File: config.mk
export PLATFORM = sky130hd
export DESIGN_NAME = md5_stream_hasher
export DESIGN_NICKNAME = d
export VERILOG_FILES = /design/src/sv/md5sh_pkg.sv /design/src/sv/md5_stream_hasher.sv /design/src/sv/md5sh_ctrl.sv /design/src/sv/md5sh_datapath.sv
export SDC_FILE = /design/constraint.sdc
export NUM_CORES = 2
export LEC_CHECK = 0
export BUFFER_PORTS_ARGS = -buffer_cell sky130_fd_sc_hd__buf_2
export CAP_MARGIN = 20
export CORE_MARGIN = 3
export CORE_UTILIZATION = 45
export DETAILED_ROUTE_END_ITERATION = 12
export SLEW_MARGIN = 30
export SYNTH_ARGS = -nofsm -noshare
export SYNTH_HDL_FRONTEND = slang
export SYNTH_SLANG_ARGS = --single-unit
File: constraint.sdc
create_clock -name clk -period 12.6 [get_ports clk]
set_input_delay 0.63 -clock clk [delete_from_list [all_inputs] [get_ports clk]]
set_output_delay 0.63 -clock clk [all_outputs]
set_load 0.02 [all_outputs]
File: src/sv/md5sh_pkg.sv
// md5sh_pkg: shared types, tables and helper functions of the MD5 stream hasher.
// Used by md5sh_ctrl, md5sh_datapath and md5_stream_hasher; depends on nothing.
`timescale 1ns / 1ps
`default_nettype none

package md5sh_pkg;

  // Input request: one message byte and/or an end-of-message mark
  typedef struct packed {
    logic [7:0] data_byte;
    logic       byte_present;
    logic       finish;
  } req_t;

  // Output item: one digest word
  typedef struct packed {
    logic [31:0] digest_word;
    logic [1:0]  word_index;
    logic        last_word;
  } digest_t;

  // Source of a message memory write issued by the controller
  typedef enum logic [1:0] {
    WR_HEAD   = 2'd0,
    WR_ZERO   = 2'd1,
    WR_LEN_LO = 2'd2,
    WR_LEN_HI = 2'd3
  } wr_sel_t;

  // Controller to datapath commands
  typedef struct packed {
    logic       accept_byte;
    logic       wr_en;
    wr_sel_t    wr_sel;
    logic [3:0] wr_addr;
    logic       rd_en;
    logic [5:0] rd_round;
    logic [5:0] rnd;
    logic       init_work;
    logic       do_round;
    logic       update_chain;
    logic       load_out;
  } cmd_t;

  // Datapath to controller status
  typedef struct packed {
    logic [3:0] pos_word;
    logic       block_full;
    logic       out_busy;
  } status_t;

  localparam int unsigned NUM_ROUNDS = 64;
  localparam int unsigned NUM_WORDS  = 16;

  localparam logic [3:0] LAST_PAD_WORD = 4'd13;
  localparam logic [3:0] LEN_LO_WORD   = 4'd14;
  localparam logic [3:0] LEN_HI_WORD   = 4'd15;
  localparam logic [5:0] LAST_ROUND    = 6'd63;

  localparam logic [31:0] CHAIN_IV [4] = '{
    32'h67452301, 32'hefcdab89, 32'h98badcfe, 32'h10325476
  };

  localparam logic [31:0] ROUND_K [NUM_ROUNDS] = '{
    32'hd76aa478, 32'he8c7b756, 32'h242070db, 32'hc1bdceee,
    32'hf57c0faf, 32'h4787c62a, 32'ha8304613, 32'hfd469501,
    32'h698098d8, 32'h8b44f7af, 32'hffff5bb1, 32'h895cd7be,
    32'h6b901122, 32'hfd987193, 32'ha679438e, 32'h49b40821,
    32'hf61e2562, 32'hc040b340, 32'h265e5a51, 32'he9b6c7aa,
    32'hd62f105d, 32'h02441453, 32'hd8a1e681, 32'he7d3fbc8,
    32'h21e1cde6, 32'hc33707d6, 32'hf4d50d87, 32'h455a14ed,
    32'ha9e3e905, 32'hfcefa3f8, 32'h676f02d9, 32'h8d2a4c8a,
    32'hfffa3942, 32'h8771f681, 32'h6d9d6122, 32'hfde5380c,
    32'ha4beea44, 32'h4bdecfa9, 32'hf6bb4b60, 32'hbebfbc70,
    32'h289b7ec6, 32'heaa127fa, 32'hd4ef3085, 32'h04881d05,
    32'hd9d4d039, 32'he6db99e5, 32'h1fa27cf8, 32'hc4ac5665,
    32'hf4292244, 32'h432aff97, 32'hab9423a7, 32'hfc93a039,
    32'h655b59c3, 32'h8f0ccc92, 32'hffeff47d, 32'h85845dd1,
    32'h6fa87e4f, 32'hfe2ce6e0, 32'ha3014314, 32'h4e0811a1,
    32'hf7537e82, 32'hbd3af235, 32'h2ad7d2bb, 32'heb86d391
  };

  localparam logic [4:0] ROT_AMT [16] = '{
    5'd7, 5'd12, 5'd17, 5'd22, 5'd5, 5'd9, 5'd14, 5'd20,
    5'd4, 5'd11, 5'd16, 5'd23, 5'd6, 5'd10, 5'd15, 5'd21
  };

  // Message word used by round r
  function automatic logic [3:0] msg_index(input logic [5:0] r);
    logic [3:0] i4;
    logic [3:0] g;
    i4 = r[3:0];
    case (r[5:4])
      2'd0:    g = i4;
      2'd1:    g = (i4 << 2) + i4 + 4'd1;
      2'd2:    g = (i4 << 1) + i4 + 4'd5;
      2'd3:    g = (i4 << 3) - i4;
      default: g = i4;
    endcase
    return g;
  endfunction

  // Left rotate by a variable amount
  function automatic logic [31:0] rotl32(input logic [31:0] v, input logic [4:0] n);
    logic [63:0] x;
    x = {v, v} << n;
    return x[63:32];
  endfunction

  // Last partial word of a message: k collected bytes sit in the top of asm
  function automatic logic [31:0] pad_head(input logic [31:0] asm, input logic [1:0] k);
    logic [31:0] w;
    case (k)
      2'd0:    w = 32'h0000_0080;
      2'd1:    w = {16'h0000, 8'h80, asm[31:24]};
      2'd2:    w = {8'h00, 8'h80, asm[31:16]};
      2'd3:    w = {8'h80, asm[31:8]};
      default: w = 32'h0000_0080;
    endcase
    return w;
  endfunction

endpackage

`default_nettype wire

File: src/sv/md5_stream_hasher.sv
// MD5 stream hasher: takes one request per item (a message byte, an end mark,
// or both) and returns the 128-bit digest as four 32-bit words A, B, C, D,
// each word's bytes in little-endian order, the last one marked. A byte that
// does not complete a 64-byte block leaves the hasher ready for the next
// request. The byte that completes a block starts a compression (a load step,
// 64 rounds through a single round unit fed by a 16-word message memory, a
// chaining update) during which no request is taken. An end mark leads to
// padding of each word left in the block, one compression and a load of the
// output buffer; when fewer than nine bytes of room are left, the length goes
// into a second block, which adds padding of all sixteen words and a second
// compression. The digest sits in an output buffer, so the next message may
// begin while it drains; a second digest waits until the first has gone.
// Depends on md5sh_pkg, md5sh_ctrl and md5sh_datapath.
`timescale 1ns / 1ps
`default_nettype none

module md5_stream_hasher (
  input  wire logic               clk,
  input  wire logic               rst,
  input  wire logic               req_valid,
  output logic                    req_ready,
  input  wire md5sh_pkg::req_t    req,
  output logic                    digest_valid,
  input  wire logic               digest_ready,
  output md5sh_pkg::digest_t      digest
);
  import md5sh_pkg::*;

  cmd_t    cmd;
  status_t status;

  // Sequencer
  md5sh_ctrl u_ctrl (
    .clk          (clk),
    .rst          (rst),
    .req_valid    (req_valid),
    .byte_present (req.byte_present),
    .finish       (req.finish),
    .req_ready    (req_ready),
    .status       (status),
    .cmd          (cmd)
  );

  // Storage, round unit and digest buffer
  md5sh_datapath u_datapath (
    .clk          (clk),
    .rst          (rst),
    .cmd          (cmd),
    .data_byte    (req.data_byte),
    .status       (status),
    .digest_valid (digest_valid),
    .digest_ready (digest_ready),
    .digest       (digest)
  );

endmodule

`default_nettype wire

File: src/sv/md5sh_ctrl.sv
// md5sh_ctrl: sequencer of the MD5 stream hasher (byte intake, padding,
// 64-round compression, digest hand-off). Depends on md5sh_pkg.
`timescale 1ns / 1ps
`default_nettype none

module md5sh_ctrl (
  input  wire logic              clk,
  input  wire logic              rst,
  input  wire logic              req_valid,
  input  wire logic              byte_present,
  input  wire logic              finish,
  output logic                   req_ready,
  input  wire md5sh_pkg::status_t status,
  output md5sh_pkg::cmd_t        cmd
);
  import md5sh_pkg::*;

  typedef enum logic [8:0] {
    ST_IDLE     = 9'b000000001,
    ST_LOAD     = 9'b000000010,
    ST_ROUND    = 9'b000000100,
    ST_UPDATE   = 9'b000001000,
    ST_PAD_HEAD = 9'b000010000,
    ST_PAD_ZERO = 9'b000100000,
    ST_LEN_LO   = 9'b001000000,
    ST_LEN_HI   = 9'b010000000,
    ST_OUT_WAIT = 9'b100000000
  } state_t;

  // Where to go once a compression finishes
  typedef enum logic [1:0] {
    AFT_IDLE = 2'd0,
    AFT_PAD  = 2'd1,
    AFT_ZERO = 2'd2,
    AFT_EMIT = 2'd3
  } after_t;

  state_t     state, state_next;
  after_t     after, after_next;
  logic [5:0] rnd, rnd_next;
  logic [3:0] ptr, ptr_next;

  // Next state and command decode
  always_comb begin
    state_next = state;
    after_next = after;
    rnd_next   = rnd;
    ptr_next   = ptr;
    req_ready  = 1'b0;
    cmd        = '0;
    cmd.wr_sel = WR_ZERO;
    cmd.rnd    = rnd;
    case (state)
      ST_IDLE: begin
        req_ready = 1'b1;
        if (req_valid) begin
          cmd.accept_byte = byte_present;
          if (byte_present && status.block_full) begin
            after_next = finish ? AFT_PAD : AFT_IDLE;
            state_next = ST_LOAD;
          end else if (finish) begin
            state_next = ST_PAD_HEAD;
          end
        end
      end
      ST_LOAD: begin
        cmd.rd_en     = 1'b1;
        cmd.rd_round  = '0;
        cmd.init_work = 1'b1;
        rnd_next      = '0;
        state_next    = ST_ROUND;
      end
      ST_ROUND: begin
        cmd.do_round = 1'b1;
        cmd.rd_en    = 1'b1;
        cmd.rd_round = rnd + 6'd1;
        rnd_next     = rnd + 6'd1;
        if (rnd == LAST_ROUND) begin
          state_next = ST_UPDATE;
        end
      end
      ST_UPDATE: begin
        cmd.update_chain = 1'b1;
        case (after)
          AFT_IDLE: state_next = ST_IDLE;
          AFT_PAD:  state_next = ST_PAD_HEAD;
          AFT_ZERO: begin
            ptr_next   = '0;
            state_next = ST_PAD_ZERO;
          end
          AFT_EMIT: state_next = ST_OUT_WAIT;
          default:  state_next = ST_IDLE;
        endcase
      end
      ST_PAD_HEAD: begin
        cmd.wr_en  = 1'b1;
        cmd.wr_sel = WR_HEAD;
        ptr_next   = status.pos_word + 4'd1;
        if (status.pos_word == LEN_HI_WORD) begin
          after_next = AFT_ZERO;
          state_next = ST_LOAD;
        end else if (status.pos_word == LAST_PAD_WORD) begin
          state_next = ST_LEN_LO;
        end else begin
          state_next = ST_PAD_ZERO;
        end
      end
      ST_PAD_ZERO: begin
        cmd.wr_en   = 1'b1;
        cmd.wr_sel  = WR_ZERO;
        cmd.wr_addr = ptr;
        ptr_next    = ptr + 4'd1;
        if (ptr == LEN_HI_WORD) begin
          after_next = AFT_ZERO;
          state_next = ST_LOAD;
        end else if (ptr == LAST_PAD_WORD) begin
          state_next = ST_LEN_LO;
        end
      end
      ST_LEN_LO: begin
        cmd.wr_en   = 1'b1;
        cmd.wr_sel  = WR_LEN_LO;
        cmd.wr_addr = LEN_LO_WORD;
        state_next  = ST_LEN_HI;
      end
      ST_LEN_HI: begin
        cmd.wr_en   = 1'b1;
        cmd.wr_sel  = WR_LEN_HI;
        cmd.wr_addr = LEN_HI_WORD;
        after_next  = AFT_EMIT;
        state_next  = ST_LOAD;
      end
      ST_OUT_WAIT: begin
        // Hold the digest until the previous one has fully drained
        if (!status.out_busy) begin
          cmd.load_out = 1'b1;
          state_next   = ST_IDLE;
        end
      end
      default: state_next = ST_IDLE;
    endcase
  end

  // State registers
  always_ff @(posedge clk) begin
    if (rst) begin
      state <= ST_IDLE;
      after <= AFT_IDLE;
      rnd   <= '0;
      ptr   <= '0;
    end else begin
      state <= state_next;
      after <= after_next;
      rnd   <= rnd_next;
      ptr   <= ptr_next;
    end
  end

endmodule

`default_nettype wire

File: src/sv/md5sh_datapath.sv
// md5sh_datapath: message word memory, byte counter, MD5 round unit, chaining
// words and digest output buffer. Driven by md5sh_ctrl; depends on md5sh_pkg.
`timescale 1ns / 1ps
`default_nettype none

module md5sh_datapath (
  input  wire logic               clk,
  input  wire logic               rst,
  input  wire md5sh_pkg::cmd_t    cmd,
  input  wire logic [7:0]         data_byte,
  output md5sh_pkg::status_t      status,
  output logic                    digest_valid,
  input  wire logic               digest_ready,
  output md5sh_pkg::digest_t      digest
);
  import md5sh_pkg::*;

  logic [31:0] mem [NUM_WORDS];
  logic [31:0] mem_q;
  logic [31:0] asm_word;
  logic [63:0] byte_count;
  logic [31:0] chain [4];
  logic [31:0] wa, wb, wc, wd;
  logic [31:0] obuf [4];
  logic [2:0]  out_cnt;
  logic [1:0]  out_idx;

  logic        byte_wr;
  logic        mem_we;
  logic [3:0]  mem_wa;
  logic [31:0] mem_wd;
  logic [31:0] byte_word;
  logic [63:0] bit_len;
  logic [31:0] f;
  logic [31:0] t;
  logic [31:0] b_new;
  logic        out_take;

  assign byte_word = {data_byte, asm_word[31:8]};
  assign byte_wr   = cmd.accept_byte && (byte_count[1:0] == 2'd3);
  assign bit_len   = {byte_count[60:0], 3'b000};

  // Select the memory write source
  always_comb begin
    mem_we = byte_wr || cmd.wr_en;
    mem_wa = cmd.wr_addr;
    mem_wd = '0;
    if (byte_wr) begin
      mem_wa = byte_count[5:2];
      mem_wd = byte_word;
    end else begin
      case (cmd.wr_sel)
        WR_HEAD: begin
          mem_wa = byte_count[5:2];
          mem_wd = pad_head(asm_word, byte_count[1:0]);
        end
        WR_ZERO:   mem_wd = '0;
        WR_LEN_LO: mem_wd = bit_len[31:0];
        WR_LEN_HI: mem_wd = bit_len[63:32];
        default:   mem_wd = '0;
      endcase
    end
  end

  // Message word memory, registered read
  always_ff @(posedge clk) begin
    if (mem_we) begin
      mem[mem_wa] <= mem_wd;
    end
    if (cmd.rd_en) begin
      mem_q <= mem[msg_index(cmd.rd_round)];
    end
  end

  // Assemble bytes into little-endian words
  always_ff @(posedge clk) begin
    if (cmd.accept_byte) begin
      asm_word <= byte_word;
    end
  end

  // One MD5 round
  always_comb begin
    case (cmd.rnd[5:4])
      2'd0:    f = (wb & wc) | (~wb & wd);
      2'd1:    f = (wb & wd) | (wc & ~wd);
      2'd2:    f = wb ^ wc ^ wd;
      2'd3:    f = wc ^ (wb | ~wd);
      default: f = wb ^ wc ^ wd;
    endcase
    t     = wa + f + mem_q + ROUND_K[cmd.rnd];
    b_new = wb + rotl32(t, ROT_AMT[{cmd.rnd[5:4], cmd.rnd[1:0]}]);
  end

  // Working variables
  always_ff @(posedge clk) begin
    if (cmd.init_work) begin
      wa <= chain[0];
      wb <= chain[1];
      wc <= chain[2];
      wd <= chain[3];
    end else if (cmd.do_round) begin
      wa <= wd;
      wd <= wc;
      wc <= wb;
      wb <= b_new;
    end
  end

  // Chaining words and byte counter; reload the initial state after a digest
  always_ff @(posedge clk) begin
    if (rst || cmd.load_out) begin
      for (int i = 0; i < 4; i++) begin
        chain[i] <= CHAIN_IV[i];
      end
      byte_count <= '0;
    end else begin
      if (cmd.update_chain) begin
        chain[0] <= chain[0] + wa;
        chain[1] <= chain[1] + wb;
        chain[2] <= chain[2] + wc;
        chain[3] <= chain[3] + wd;
      end
      if (cmd.accept_byte) begin
        byte_count <= byte_count + 64'd1;
      end
    end
  end

  // Digest buffer: shift out one word per accepted result
  assign out_take = digest_valid && digest_ready;

  always_ff @(posedge clk) begin
    if (cmd.load_out) begin
      for (int i = 0; i < 4; i++) begin
        obuf[i] <= chain[i];
      end
    end else if (out_take) begin
      obuf[0] <= obuf[1];
      obuf[1] <= obuf[2];
      obuf[2] <= obuf[3];
      obuf[3] <= obuf[3];
    end
  end

  always_ff @(posedge clk) begin
    if (rst) begin
      out_cnt <= '0;
      out_idx <= '0;
    end else if (cmd.load_out) begin
      out_cnt <= 3'd4;
      out_idx <= '0;
    end else if (out_take) begin
      out_cnt <= out_cnt - 3'd1;
      out_idx <= out_idx + 2'd1;
    end
  end

  assign digest_valid       = (out_cnt != 3'd0);
  assign digest.digest_word = obuf[0];
  assign digest.word_index  = out_idx;
  assign digest.last_word   = (out_idx == 2'd3);

  assign status.pos_word   = byte_count[5:2];
  assign status.block_full = (byte_count[5:0] == 6'd63);
  assign status.out_busy   = digest_valid;

endmodule

`default_nettype wire
==> results.toml <==
[worst_setup_path]
rr_startpoint = "u_ctrl.rnd[0]$_SDFFE_PP0P_"
cp.arrival_ns = 11.21
worstPathRequired_ns = 13.05
max_stage_delay_ns = 0.69
worst_r2r_path_depth = 38
path_class = "reg -> reg"
cp_max_fo = 16
critPathLaunchType = "flip-flop"
cp_slowest_cell = "fa_1"
reg2reg_slack_ns = 1.85
timing.rr.end = "u_datapath.wb[30]$_DFFE_PP_"
crit_path_end_kind = "flip-flop"

[global_route]
grt_use_met2_pct = 44.05
grt_use_met3_pct = 3.649
first_global_vias = 43549
grt.total_usage_pct = 26.41
busiest_layer = "met2"
overflow = 0
antenna_found_initial = 5
grt_pass1_wl_um = 275300
grt_max_degree = 191
grt_util_met1_pct = 35.25

[sta]
fin_crit_sh_pct = 85.34
setup_ws_ns = 1.847
grt_setup_unrepaired = "false"
relSlewSlack_pct = 33.51
worst_slew_pin_slew_ns = 0.9973
setup-tns-final_ns = 0
drv_slew = 0
skew_ns = 0.07346
hold_viol = 0
setup_violations = 0
fmax_mhz = 92.99
fin_crit_ns = 10.75

[floorplan]
die_area_um2 = 136400
start_util_pct = 45.58
chipHeight_um = 369.3
fp.dieW_um = 369.3
fp.coreArea_um2 = 130300
num_rows = 132
pin_count = 51

[layout]
fin_cells = 7703
drive_gt1_share_pct = 7.266
num-nets-final = 6195
final_cell_mix = "1,271 x nand2_1, 952 x edfxtp_1, 370 x a21oi_1"
area_growth_pct = 10.38
layout_commonest_cell = "nand2_1"

[yosys]
syn_area_um2 = 59390
synth_cell_types = 92
seq_area_frac_synth_pct = 51.07
ys.warnings.count = 0
synth-seq-cells = 1039
synthCells = 5938
syn_nets = 6272
ys.flop_type = "edfxtp_1"
syn_avg_cell_area_um2 = 10.00
synth_edf_count = 952
ys_async_sr_fraction_pct = 0

[min_path]
min_to = "u_datapath.asm_word[31]$_DFFE_PP_"
holdCritPathClass = "in -> reg"
min_from = "req[9]"
min_path_cells = 1

[detailed_routing]
drtIter0Drc = 4564
vias = 45911
wire_per_inst_um = 23.84
viasPerCell = 5.960
drcViolationCount = 0
drt-total-wl_um = 183600
dr.pass1.iters = 6
postRouteAntennaNets = 0

[clock_tree]
post_cts_buffers = 0
cts_buffers = 110
clk_pin_slew_ns = 0.06
clkSinkCount = 1039
clk_latency_ns = 0.79
clock_path_buffers = 3
root_buffer = "clkbuf_16"
htreeDepth = 3
cts_tree = "done"

[place]
post-place-ws_ns = 2.050
port_buffers = 50
gp_congestion = 0.9723
hpwl_um = 121800
place_inst = 7484

[power_and_ir_drop]
power_density_nw_per_um2 = 123.1
power.leakage_nw = 24.73
power_mw = 8.071
max-vdd-ir-drop_mv = 0.1397

[flow_run]
maxCapViolCount = 0

[outcome]
outcome = "finished clean"
## cell families (layout without fill, tap and decap cells)
logic type | after synthesis | count (layout) | share of synthesized area, %
other | 0 | 2 | 0
xor gates and xnor gates | 253 | 253 | 3.744
AOI/OAI and AO/OA | 1441 | 1441 | 16.04
buffers and inverters | 569 | 590 | 3.655
adders and majority gates | 320 | 320 | 7.601
and+or+nand+nor | 2251 | 2251 | 16.63
muxes | 65 | 65 | 1.262
DFF | 1039 | 1039 | 51.07
## worst max path at each step
stage                                           from                           to  slack [ns]  cells after the start
final                     u_ctrl.rnd[0]$_SDFFE_PP0P_  u_datapath.wb[30]$_DFFE_PP_        1.85                     38
after detailed placement  u_ctrl.rnd[0]$_SDFFE_PP0P_  u_datapath.wb[30]$_DFFE_PP_        2.05                     39
after floorplan           u_ctrl.rnd[1]$_SDFFE_PP0P_  u_datapath.wb[30]$_DFFE_PP_        3.06                     42
after CTS                 u_ctrl.rnd[0]$_SDFFE_PP0P_  u_datapath.wb[30]$_DFFE_PP_        2.04                     38
after global routing      u_ctrl.rnd[0]$_SDFFE_PP0P_  u_datapath.wb[30]$_DFFE_PP_        1.22                     38
after global placement    u_ctrl.rnd[2]$_SDFFE_PP0P_  u_datapath.wb[30]$_DFFE_PP_        2.11                     38
## routing by layer
metal / vias to the layer above / wire [um]
li1: 21491 / -
met1: 22482 / 77680
met2: 1566 / 88380
met3: 368 / 10770
met4: 4 / 6777
met5: - / 26
## sequential cells by signal (all words and copies together) (netlist names)
register / cells
u_ctrl.after: 2
u_ctrl.ptr: 4
u_ctrl.rnd: 6
u_ctrl.state: 9
u_datapath.asm_word: 24
u_datapath.byte_count: 61
u_datapath.chain: 128
u_datapath.mem: 512
u_datapath.mem_q: 32
u_datapath.obuf: 128
u_datapath.out_cnt: 3
u_datapath.out_idx: 2
u_datapath.wa: 32
u_datapath.wb: 32
u_datapath.wc: 32
u_datapath.wd: 32
## critical path, delay by kind of cell (launching register included)
kind                     cells  cell delay [ns]
flip-flops                   1             0.51
AND/OR/NAND/NOR              3             0.70
buffers and inverters        4             0.55
adder cells (fa/ha/maj)      6             2.73
multiplexers                 2             0.73
XOR/XNOR                     2             0.30
AO/OA/AOI/OAI               21             4.93
## cell type report
class,instances,area (um2)
diodes,2,5.005
clock buffers,128,2841
clock inverters,82,1066
fillers,11714,64760
inverters,229,859.6
multi-input cells,4330,27200
flip-flops and latches,1039,30340
well taps,1742,2180
repair buffers,151,1064
## timing repair
action,in CTS,in global routing
endpoints found under the hold margin,6,0
resized for setup,0,0
hold buffers,6,0
## synth_stat cells, types with 13 or more instances
cell | number | share of area (%)
a221o_1 | 44 | 0.74
nor3_1 | 62 | 0.52
a21oi_1 | 373 | 3.1
a22oi_1 | 20 | 0.25
a31oi_1 | 95 | 1.0
xnor2_1 | 134 | 2.0
o211ai_1 | 38 | 0.48
o2111ai_1 | 35 | 0.52
o21a_1 | 33 | 0.42
nor2b_1 | 30 | 0.32
buf_2 | 23 | 0.19
dfxtp_1 | 87 | 2.9
a211oi_1 | 191 | 2.4
o311ai_0 | 15 | 0.22
mux2i_1 | 49 | 0.83
a221oi_1 | 17 | 0.25
buf_1 | 34 | 0.21
nand3_1 | 116 | 0.98
o21ai_1 | 13 | 0.11
nand2b_1 | 70 | 0.74
a311oi_1 | 78 | 1.2
a222oi_1 | 13 | 0.22
ha_1 | 252 | 5.3
clkbuf_1 | 280 | 1.8
and3_1 | 166 | 1.7
xor2_1 | 118 | 1.7
nand4_1 | 16 | 0.17
o21ai_0 | 274 | 2.3
fa_1 | 68 | 2.3
or3_1 | 37 | 0.39
or2_2 | 13 | 0.14
nor2_1 | 384 | 2.4
a21o_1 | 81 | 1.0
nand2_1 | 1275 | 8.1
edfxtp_1 | 952 | 48
inv_1 | 228 | 1.4
o22ai_1 | 13 | 0.14
o21bai_1 | 17 | 0.21
and2_1 | 23 | 0.24
## stage by stage
stage	hold slack (ns)	utilization, %	cell area [um2]
2_1_floorplan	0.4568	-	59390
3_3_place_gp	0.4662	47.20	61500
3_5_place_dp	0.4736	47.23	61550
4_1_cts	0.009588	50.28	65520
5_1_grt	0.02113	50.30	65550
6_report	0.06291	50.31	65550
## where the power goes
part           internal, mW  switching (mW)  total, mW
registers              3.90          0.0644       3.97
logic                 0.169           0.449      0.618
clock network          2.04            1.44       3.48
total                  6.11            1.96       8.07
Power figures use the tool's default switching activity.
